==> config.mk <==
export PLATFORM = sky130hd
export DESIGN_NAME = wtv_front
export DESIGN_NICKNAME = d
export VERILOG_FILES = /design/src/rtl/core/wtv_pkg.sv /design/src/rtl/core/wtv_front.sv
export SDC_FILE = /design/constraint.sdc
export NUM_CORES = 1
export LEC_CHECK = 0
export BUFFER_PORTS_ARGS = -buffer_cell sky130_fd_sc_hd__buf_2
export CORE_MARGIN = 5
export CORE_UTILIZATION = 42
export DETAILED_ROUTE_END_ITERATION = 16
export PLACE_DENSITY = 0.69
export SLEW_MARGIN = 10
export SYNTH_ARGS = -nofsm -noshare
export SYNTH_HDL_FRONTEND = slang
export SYNTH_SLANG_ARGS = --single-unit
==> constraint.sdc <==
create_clock -name clock -period 3.18 [get_ports clock]
set_input_delay 0 -clock clock [delete_from_list [all_inputs] [get_ports clock]]
set_output_delay 0 -clock clock [all_outputs]
set_load 0.005 [all_outputs]
==> src/rtl/core/wtv_pkg.sv <==
package wtv_pkg;

   localparam int CSR_IDX_W  = 3;
   localparam int CSR_DATA_W = 32;

   localparam logic [CSR_IDX_W-1:0] CSR_PHASE_STEP    = 3'd0;
   localparam logic [CSR_IDX_W-1:0] CSR_ATTACK_LEN    = 3'd1;
   localparam logic [CSR_IDX_W-1:0] CSR_DECAY_LEN     = 3'd2;
   localparam logic [CSR_IDX_W-1:0] CSR_SUSTAIN_LEN   = 3'd3;
   localparam logic [CSR_IDX_W-1:0] CSR_RELEASE_LEN   = 3'd4;
   localparam logic [CSR_IDX_W-1:0] CSR_PEAK_LEVEL    = 3'd5;
   localparam logic [CSR_IDX_W-1:0] CSR_SUSTAIN_LEVEL = 3'd6;

   // request opcodes
   localparam logic [1:0] OP_LOAD    = 2'd0;
   localparam logic [1:0] OP_TRIGGER = 2'd1;
   localparam logic [1:0] OP_SAMPLE  = 2'd2;

   // classified work handed to the back end
   localparam logic [1:0] KIND_WRITE   = 2'd0;
   localparam logic [1:0] KIND_TRIGGER = 2'd1;
   localparam logic [1:0] KIND_SAMPLE  = 2'd2;

   localparam int LEN_W   = 24;
   localparam int LEVEL_W = 16;
   localparam int TIME_W  = 26;
   localparam int MIX_W   = 24;
   localparam int DIV_NUM_W = LEN_W + LEVEL_W;

   typedef struct packed {
      logic [1:0]  kind;
      logic [15:0] idx;
      logic [15:0] value;
      logic [MIX_W-1:0] mix;
   } item_type;

   typedef struct packed {
      logic [31:0]        phase_step;
      logic [LEN_W-1:0]   attack_len;
      logic [LEN_W-1:0]   decay_len;
      logic [LEN_W-1:0]   sustain_len;
      logic [LEN_W-1:0]   release_len;
      logic [LEVEL_W-1:0] peak_level;
      logic [LEVEL_W-1:0] sustain_level;
   } cfg_type;

endpackage

==> src/rtl/core/wtv_front.sv <==
module wtv_front #(
   parameter int TABLE_DEPTH = 1024
) (
   input  logic              clock,
   input  logic              reset,
   input  logic              req_valid,
   output logic              req_stall,
   input  logic [1:0]        req_op,
   input  logic [9:0]        req_table_index,
   input  logic [15:0]       req_table_value,
   input  logic [23:0]       req_mix_in,
   output logic              q_valid,
   output wtv_pkg::item_type q_item,
   input  logic              q_pop
);
   import wtv_pkg::*;

   localparam logic [16:0] DEPTH_V = 17'(TABLE_DEPTH);

   item_type   entry_ff [2];
   item_type   entry_in;
   logic       wr_ptr_ff, rd_ptr_ff;
   logic [1:0] count_ff;
   logic       accept, keep, push;
   logic [16:0] idx_wide;

   assign req_stall = (count_ff == 2'd2);
   assign accept    = req_valid && !req_stall;
   assign idx_wide  = 17'(req_table_index);

   always_comb begin
      keep = 1'b0;
      entry_in.kind  = KIND_SAMPLE;
      entry_in.idx   = idx_wide[15:0];
      entry_in.value = req_table_value;
      entry_in.mix   = req_mix_in;
      unique case (req_op)
         OP_LOAD: begin
            entry_in.kind = KIND_WRITE;
            keep = (idx_wide < DEPTH_V);   // out-of-range writes vanish here
         end
         OP_TRIGGER: begin
            entry_in.kind = KIND_TRIGGER;
            keep = 1'b1;
         end
         OP_SAMPLE: begin
            entry_in.kind = KIND_SAMPLE;
            keep = 1'b1;
         end
         default: keep = 1'b0;
      endcase
   end

   assign push    = accept && keep;
   assign q_valid = (count_ff != 2'd0);
   assign q_item  = entry_ff[rd_ptr_ff];

   always_ff @(posedge clock) begin
      if (push) entry_ff[wr_ptr_ff] <= entry_in;
   end

   always_ff @(posedge clock) begin
      if (reset) begin
         wr_ptr_ff <= 1'b0;
         rd_ptr_ff <= 1'b0;
         count_ff  <= 2'd0;
      end else begin
         if (push) wr_ptr_ff <= !wr_ptr_ff;
         if (q_pop) rd_ptr_ff <= !rd_ptr_ff;
         count_ff <= count_ff + 2'(push) - 2'(q_pop);
      end
   end

endmodule

; Word level (Yosys, flattened, before mapping)
; Memory sizes are Yosys's and may differ from the RTL's. A register that Yosys moved wholly into a read port is not among the register bits.
; Index checks and enable logic that the tools add are counted.
[classes]
addsub = 2
order_cmp = 1
eq_ne = 3
mux = 6
reduce_logical = 8
[ops]
columns = cell, n
row1 = $lt 10x11->1 const B, 1
row2 = $eq 2x2->1 const B, 2
row3 = $mux 1, 4
row4 = $pmux 2 s2, 1
row5 = $logic_not 1->1, 3
row6 = $add 2x1->2, 1
row7 = $eq 2x1->1 const B, 1
row8 = $logic_and 1x1->1, 2
row9 = $logic_not 2->1, 1
row10 = $pmux 1 s2, 1
row11 = $reduce_bool 2->1, 1
row12 = $reduce_or 2->1, 1
row13 = $sub 2x1->2, 1
[totals]
register_bits = 4
ramBits = 104
input_bits = 56
output_inout_bits = 60
word_cells = 24
memories = 1
[mem_list]
columns = name, depth, width, read_ports, rd_ports_with_merged_regs, wr, line
row1 = entry_ff, 2, 52, 1, 1, 1, wtv_front.sv:20  ; item_type entry_ff [2];

; Depth between registers and ports, before layout
; Gate-level depths: netlist (run 1).
[depth]
ltp_word = 6
depth_mapped = 8
mapped_depth_nobuf = 8

; Worst setup path before layout (run 1)
; Ideal clock, no wire load.
[synth_path]
path_kind = reg2reg
from = register count_ff[1]
to = memory entry_ff[0][0] (netlist bit) (enable)
setup_time_ps = 462
arrival_time_ps = 2792
required_time_ps = 2718
setup_slack_ps = -74
stages_incl_launch_ff = 4
path_buffers = 0
synth_period_minus_slack_ps = 3254
path_cell_list = dfxtp_1 nor2b_4 nand3b_4 nor2_1
[synth_between]
elab_chain_cells = 6
[synth_lines]
columns = item, line
row1 = from (decl), wtv_front.sv:23  ; logic [1:0] count_ff;
row2 = from (signal assigned), wtv_front.sv:70  ; count_ff <= count_ff + 2'(push) - 2'(q_pop);
row3 = $eq 2x2->1, wtv_front.sv:27  ; assign req_stall = (count_ff == 2'd2);
row4 = via req_stall, wtv_front.sv:7  ; output logic req_stall,
row5 = $logic_not 1->1, wtv_front.sv:28  ; assign accept = req_valid && !req_stall;
row6 = $logic_and 1x1->1, wtv_front.sv:28
row7 = $logic_and 1x1->1, wtv_front.sv:54  ; assign push = accept && keep;
row8 = $mux 1, wtv_front.sv:59  ; if (push) entry_ff[wr_ptr_ff] <= entry_in;
row9 = $mux 1 (not written as such), wtv_front.sv:59
row10 = to (decl), wtv_front.sv:20
; The timed path passes the listed nets, and every way through them passes these cells.

==> results of run 1 <==
-- stage by stage --
step / std cells / power [mW] / hold slack [ps] / setup WS [ps]
after floorplan: 202 / 1.996 / 71.61 / -73.86
after global placement: 436 / 2.160 / 189.3 / 1390
after detailed placement: 436 / 2.173 / 191.6 / 1365
after CTS: 507 / 3.189 / 34.53 / 1064
after global routing: 507 / 3.300 / 29.51 / 982.7
final: 507 / 3.140 / 56.89 / 1125
-- layer usage --
layer	wire (um)	up-vias	GRT usage, %
met5	0	-	0
met4	104	0	6.222
met3	415	12	3.375
met2	3890	68	22.42
met1	3144	1063	16.39
li1	-	1082	-
-- worst paths after layout --
check	end	start	slack (ps)
min reg2reg	count_ff[1]	count_ff[1]	520
min	wr_ptr_ff	req_valid	60
max	q_item[57]	flop	1120
max reg2reg	entry_ff[0][33]	count_ff[1]	1390
-- power groups by stage --
stage	clock network (mW)	logic (mW)	registers, mW
after global routing	1.06	0.483	1.76
after CTS	0.994	0.448	1.75
after floorplan	0	0.232	1.76
after detailed placement	0	0.392	1.78
after global placement	0	0.385	1.77
final	0.958	0.437	1.75
-- cells by family after synthesis --
| family | after synthesis |
|---|---|
| buffers and inverters | 15 |
| DFF | 109 |
| adders and majority gates | 2 |
| xor gates and xnor gates | 2 |
| other | 1 |
| and+or+nand+nor | 15 |
| muxes | 53 |
-- timing repair --
item	4_1_cts	5_1_grt
hold endpoints to repair	108	0
hold buffers	55	0
resized for setup	0	0
setup buffers	0	0
-- layout by cell type (no fill, tap or decap), types with 3 or more instances in the layout --
master | Yosys | routed
conb_1 | 1 | 6
mux2_1 | 4 | 4
buf_4 | 6 | 4
edfxtp_1 | 104 | 104
nor2_1 | 7 | 5
dlygate4sd3_1 | 0 | 55
clkbuf_8 | 0 | 9
mux2_2 | 48 | 48
bufinv_16 | 0 | 3
dfxtp_1 | 5 | 4
buf_2 | 0 | 109
-- state kept, by name, summed over array words and instances, names as in the netlist, named ones only --
register / flops
rd_ptr_ff: 1
entry_ff: 104
count_ff: 2
wr_ptr_ff: 1
-- layout make-up --
type | instances | area [sq um] | area share (%)
multi-input cells | 78 | 775.7 | 13.96
repair buffers | 169 | 1146 | 20.62
well taps | 133 | 166.4 | 2.994
clock buffers | 9 | 123.9 | 2.229
inverters | 2 | 7.507 | 0.1351
clock inverters | 7 | 113.9 | 2.049
flip-flops and latches | 109 | 3224 | 58.01
-- tightest hold or removal path: stages --
cell,delay [ps]
buf_2,120
nand3b_4,120
mux2_4,160
==> impl_metrics.toml, run 1 <==
[yosys]
compound_gate_fraction_of_synth_area_pct = 0
synth.yosys.warnings = 0
netlist_top_cells_area = "edfxtp_1, mux2_2, dfxtp_1, buf_6, buf_4"
post_synth_most_frequent_cells = "edfxtp_1, mux2_2, nor2_1, buf_4, buf_6"
synth-edff-count = 104
postSynthCellCount = 197
post_synth_instance_area_sq_um = 4089
synth_sequential_area_ratio_pct = 78.82
avgSynthCellArea_sq_um = 20.76
post-synth-top-area-fraction_pct = 76.38
synthMuxAreaShare_pct = 14.69
post-synth-top-area-cell = "edfxtp_1"
postSynth.topFlopCell = "edfxtp_1"
synth_xor_xnor_area_share_pct = 0.4284
synth.ff_latch_count = 109
synth_cell_types = 21
synth_most_common_cell = "edfxtp_1"
synth_adder_area_share_pct = 0.6120
ys_async_sr_fraction_pct = 0
synth_top_family_by_area = "multiplexers"
synthSimpleGateAreaFrac_pct = 2.326

[power_and_ir_drop]
seq_power_share_pct = 55.6
ir_drop_uv = 275.0
power.combinational.fraction_pct = 13.9
p_int_mw = 2.466
power_density_nw_per_um2 = 565.0
power.share.switching_pct = 21.45
switchingPower_mw = 0.6737
power_leakage_nw = 2.108
clkPwrFrac_pct = 30.5

[worst_setup_path]
cell_type_group_with_the_largest_total_delay_on_the_critical_path = "flip-flops"
worst-path-stages = 3
worst_ep_required_time_ps = 3180
timing.critical_path.fanout_max = 30
path_class = "flop to output port"
reg2regPathDepth = 4
crit_arrival_ps = 2060
cp_slowest_stage_delay_ps = 850
cp_slowest_cell = "dfxtp_2"
critical_path.endpoint_type = "output port"
cp_cell_sequence = "buf_4 -> mux2_2 -> buf_2"
cp-start-kind = "flop"
critPathBufInv = 2

[routing]
antenna_violating_nets_post_route = 0
route.detailed.drc = 0
drt-vias-per-instance = 4.389
drt-total-wl_mm = 7.555
drt_pre_antenna_iters = 6
wire_per_inst_um = 14.90
drt_first_iter_violations = 66
detailroute.via_count = 2225

[timing]
worst_slew_margin_pct = 47.57
timing.setup.tns_ps = 0
setup-violations-final = 0
slew_viol_final = 0
timing.final.crit_period_ps = 2055
ratio_of_final_minimum_period_to_clock_period_pct = 64.63
worst_slew_pin_slew_ps = 786.4
fin_worst_skew_ps = 7.581
report.final.hold_viol_count = 0
rsz0062_at_grt = "false"
clock.fmax_ghz = 0.4866

[layout]
nFillCells = 797
areaGrowthSynthToFinish_pct = 35.92
fin_nets = 427
layout-drive-gt1-share_pct = 49.47
final_design_area_no_fill_sq_um = 5558
antenna_cells = 0
utilization_pct = 57.66

[global_routing]
grt_pass1_wl_mm = 11.74
grt_pass1_vias = 2411
grt.overflow.total = 0
grt_antenna_before_repair = 0
maximum_number_of_pins_on_one_net_before_global_route_repair = 34
aggregate_global_route_resource_usage_pct = 13.41

[flow_run]
maxCapViolCount = 0

[floorplanning]
dieWidth_um = 108.7
floorplan_core_area_sq_um = 9639
rows = 36
chipHeight_um = 108.7
design.die.area_sq_um = 11810
initial_cell_density_of_the_core_pct = 42.42
floorplan.io_pins = 116

[clocking]
cts_num_sinks = 109
cts-root-buf = "clkbuf_8"
worstSkewPairLatency_ps = 360
cts_buffer_depth = 2
path_clk_slew_ps = 100
clock_tree.htree_level_count = 3
cts_buffer_count = 9
tritoncts = "done"

[placed_design]
globalplace.congestion = 0.6741
placed_cell_area_sq_um = 4770
io_buffers = 109
place_hpwl_mm = 4.779

[hold_path]
hold_path_class = "primary input to flop"
hold_depth = 3

[outcome]
status = "completed"
Power figures use the tool's default switching activity.
==> run 2, diff against run 1 <==
--- a/config.mk
+++ b/config.mk
@@ -9,7 +9,7 @@
 export CORE_MARGIN = 5
 export CORE_UTILIZATION = 42
 export DETAILED_ROUTE_END_ITERATION = 16
-export PLACE_DENSITY = 0.69
+export PLACE_DENSITY = 0.67
 export SLEW_MARGIN = 10
 export SYNTH_ARGS = -nofsm -noshare
 export SYNTH_HDL_FRONTEND = slang
==> constraint.sdc (replaced) <==
create_clock -name clock -period 2.02 [get_ports clock]
set_input_delay 0 -clock clock [delete_from_list [all_inputs] [get_ports clock]]
set_output_delay 0 -clock clock [all_outputs]
set_load 0.005 [all_outputs]
==> impl_metrics.toml, run 2 (synthesis gave the netlist of run 1 again) <==
[outcome]
status = "completed"

[global_routing]
top_usage_layer = "met2"
maximum_number_of_pins_on_one_net_before_global_route_repair = 37
grt.overflow.total = 0
aggregate_global_route_resource_usage_pct = 13.41
grt_antenna_before_repair = 0
grt_pass1_vias = 2430
use_met2_pct = 23.35
globalRouteMet1Util_pct = 15.60
grt_util_met3_pct = 2.783
grt_pass1_wl_mm = 11.80

[worst_setup_path]
critical_path.endpoint_type = "flop"
crit_arrival_ps = 2000
cp-start-kind = "flop"
worst_ep_required_time_ps = 2310
timing.critical_path.fanout_max = 4
path_class = "flop to flop"
reg2regPathDepth = 8

[floorplanning]
initial_cell_density_of_the_core_pct = 42.42
floorplan.io_pins = 116
design.die.area_sq_um = 11810
floorplan_core_area_sq_um = 9639
rows = 36
dieWidth_um = 108.7
chipHeight_um = 108.7

[routing]
wire_per_inst_um = 14.50
route.detailed.drc = 0
drt-vias-per-instance = 4.485
drt_pre_antenna_iters = 4
detailroute.via_count = 2274
drt_first_iter_violations = 99
drt-total-wl_mm = 7.350
antenna_violating_nets_post_route = 0

[flow_run]
maxCapViolCount = 0

[timing]
report.final.hold_viol_count = 0
fin_worst_skew_ps = 6.342
setup-violations-final = 0
rsz0062_at_grt = "false"
clock.fmax_ghz = 0.5847
slew_viol_final = 0
timing.final.crit_period_ps = 1710
final.hold.worst_slack_ps = 63.73
ratio_of_final_minimum_period_to_clock_period_pct = 84.66

[power_and_ir_drop]
design_power_total_mw = 4.664
power_leakage_nw = 2.083
p_int_mw = 3.623
switchingPower_mw = 1.041
clkPwrFrac_pct = 26.5
power_density_nw_per_um2 = 846.8
seq_power_share_pct = 58.4
power.share.switching_pct = 22.32
power.combinational.fraction_pct = 15.1
ir_drop_uv = 390.7

[placed_design]
io_buffers = 109
place_hpwl_mm = 4.641
placed_cell_area_sq_um = 4777
globalplace.congestion = 0.7044

[clocking]
clock_tree.htree_level_count = 3
path_clk_slew_ps = 90
cts-root-buf = "clkbuf_8"
cts_buffer_depth = 2
post_cts_resized = 0
post-cts-setup-buffer-count = 0
cts_num_sinks = 109
worstSkewPairLatency_ps = 360
cts_buffer_count = 9
tritoncts = "done"

[hold_path]
hold_path_class = "primary input to flop"
hold_depth = 3

[layout]
largest_reg_flops = 104
layout.cells.most_common = "buf_2"
largest_register = "entry_ff"
final_design_area_no_fill_sq_um = 5508
antenna_cells = 0
multi_input_area_sq_um = 775.7
layout-drive-gt1-share_pct = 48.93
seq_area_sq_um = 3224
layout.cells.most_common_list = "buf_2, edfxtp_1, dlygate4sd3_1, mux2_2, clkbuf_8"
registers_with_the_most_flip_flops = "entry_ff (104), count_ff (2)"
fin_nets = 428
utilization_pct = 57.14
areaGrowthSynthToFinish_pct = 34.70
nFillCells = 776
-- run 2: cell count changes in the layout (fill, tap and decap cells not counted), sizes merged --
cell    delta
buf        +1
bufinv     -2
clkbuf     +1
-- run 2: worst paths after layout --
check           endpoint         from  slack, ps
max          count_ff[1]  count_ff[1]        310
min            wr_ptr_ff    req_valid         60
max reg2reg  count_ff[1]  count_ff[1]        310
min reg2reg  count_ff[1]  count_ff[1]        530
-- run 2: area by class of cell --
type	count	area share (%)
Sequential cell	109	58.54
Timing Repair Buffer	170	20.95
Multi-Input combinational cell	78	14.08
Tap cell	133	3.021
Clock buffer	10	2.317
Clock inverter	5	0.9541
Inverter	2	0.1363
-- run 2: power by group through the flow --
stage / Combinational (mW) / Clock [mW] / Sequential, mW
6_report: 0.706 / 1.23 / 2.72
5_1_grt: 0.779 / 1.38 / 2.74
4_1_cts: 0.727 / 1.29 / 2.73
3_5_place_dp: 0.640 / 0 / 2.78
3_3_place_gp: 0.630 / 0 / 2.77
2_1_floorplan: 0.368 / 0 / 2.77
-- run 2: timing repair --
item                       CTS  global route
setup endpoints to repair    0             0
hold buffers                55             0
hold endpoints to repair   108             0
-- run 2: worst max-delay path, stage by stage, from the launching register on --
cell and delay [ps]:
dfxtp_1 340, nor2b_4 130, nand3b_4 200, ha_1 290, inv_1 40, ha_1 180, xor2_1 160, and2_2 190
nor3_1 110
-- run 2: per-layer routing --
| metal | part of all wire, % | vias up |
|---|---|---|
| met2 | 52 | 66 |
| met3 | 5.9 | 11 |
| met4 | 1.9 | 0 |
| met1 | 40 | 1110 |
| met5 | 0 | - |
| li1 | - | 1087 |
-- run 2: through the flow --
stage / instances / setup TNS (ps) / worst slack [ps]
floorplan: 202 / -38200 / -367.3
global placement: 437 / 0 / 383.0
detailed placement: 437 / 0 / 330.8
CTS: 507 / 0 / 290.3
global route: 507 / 0 / 221.2
finish: 507 / 0 / 309.8
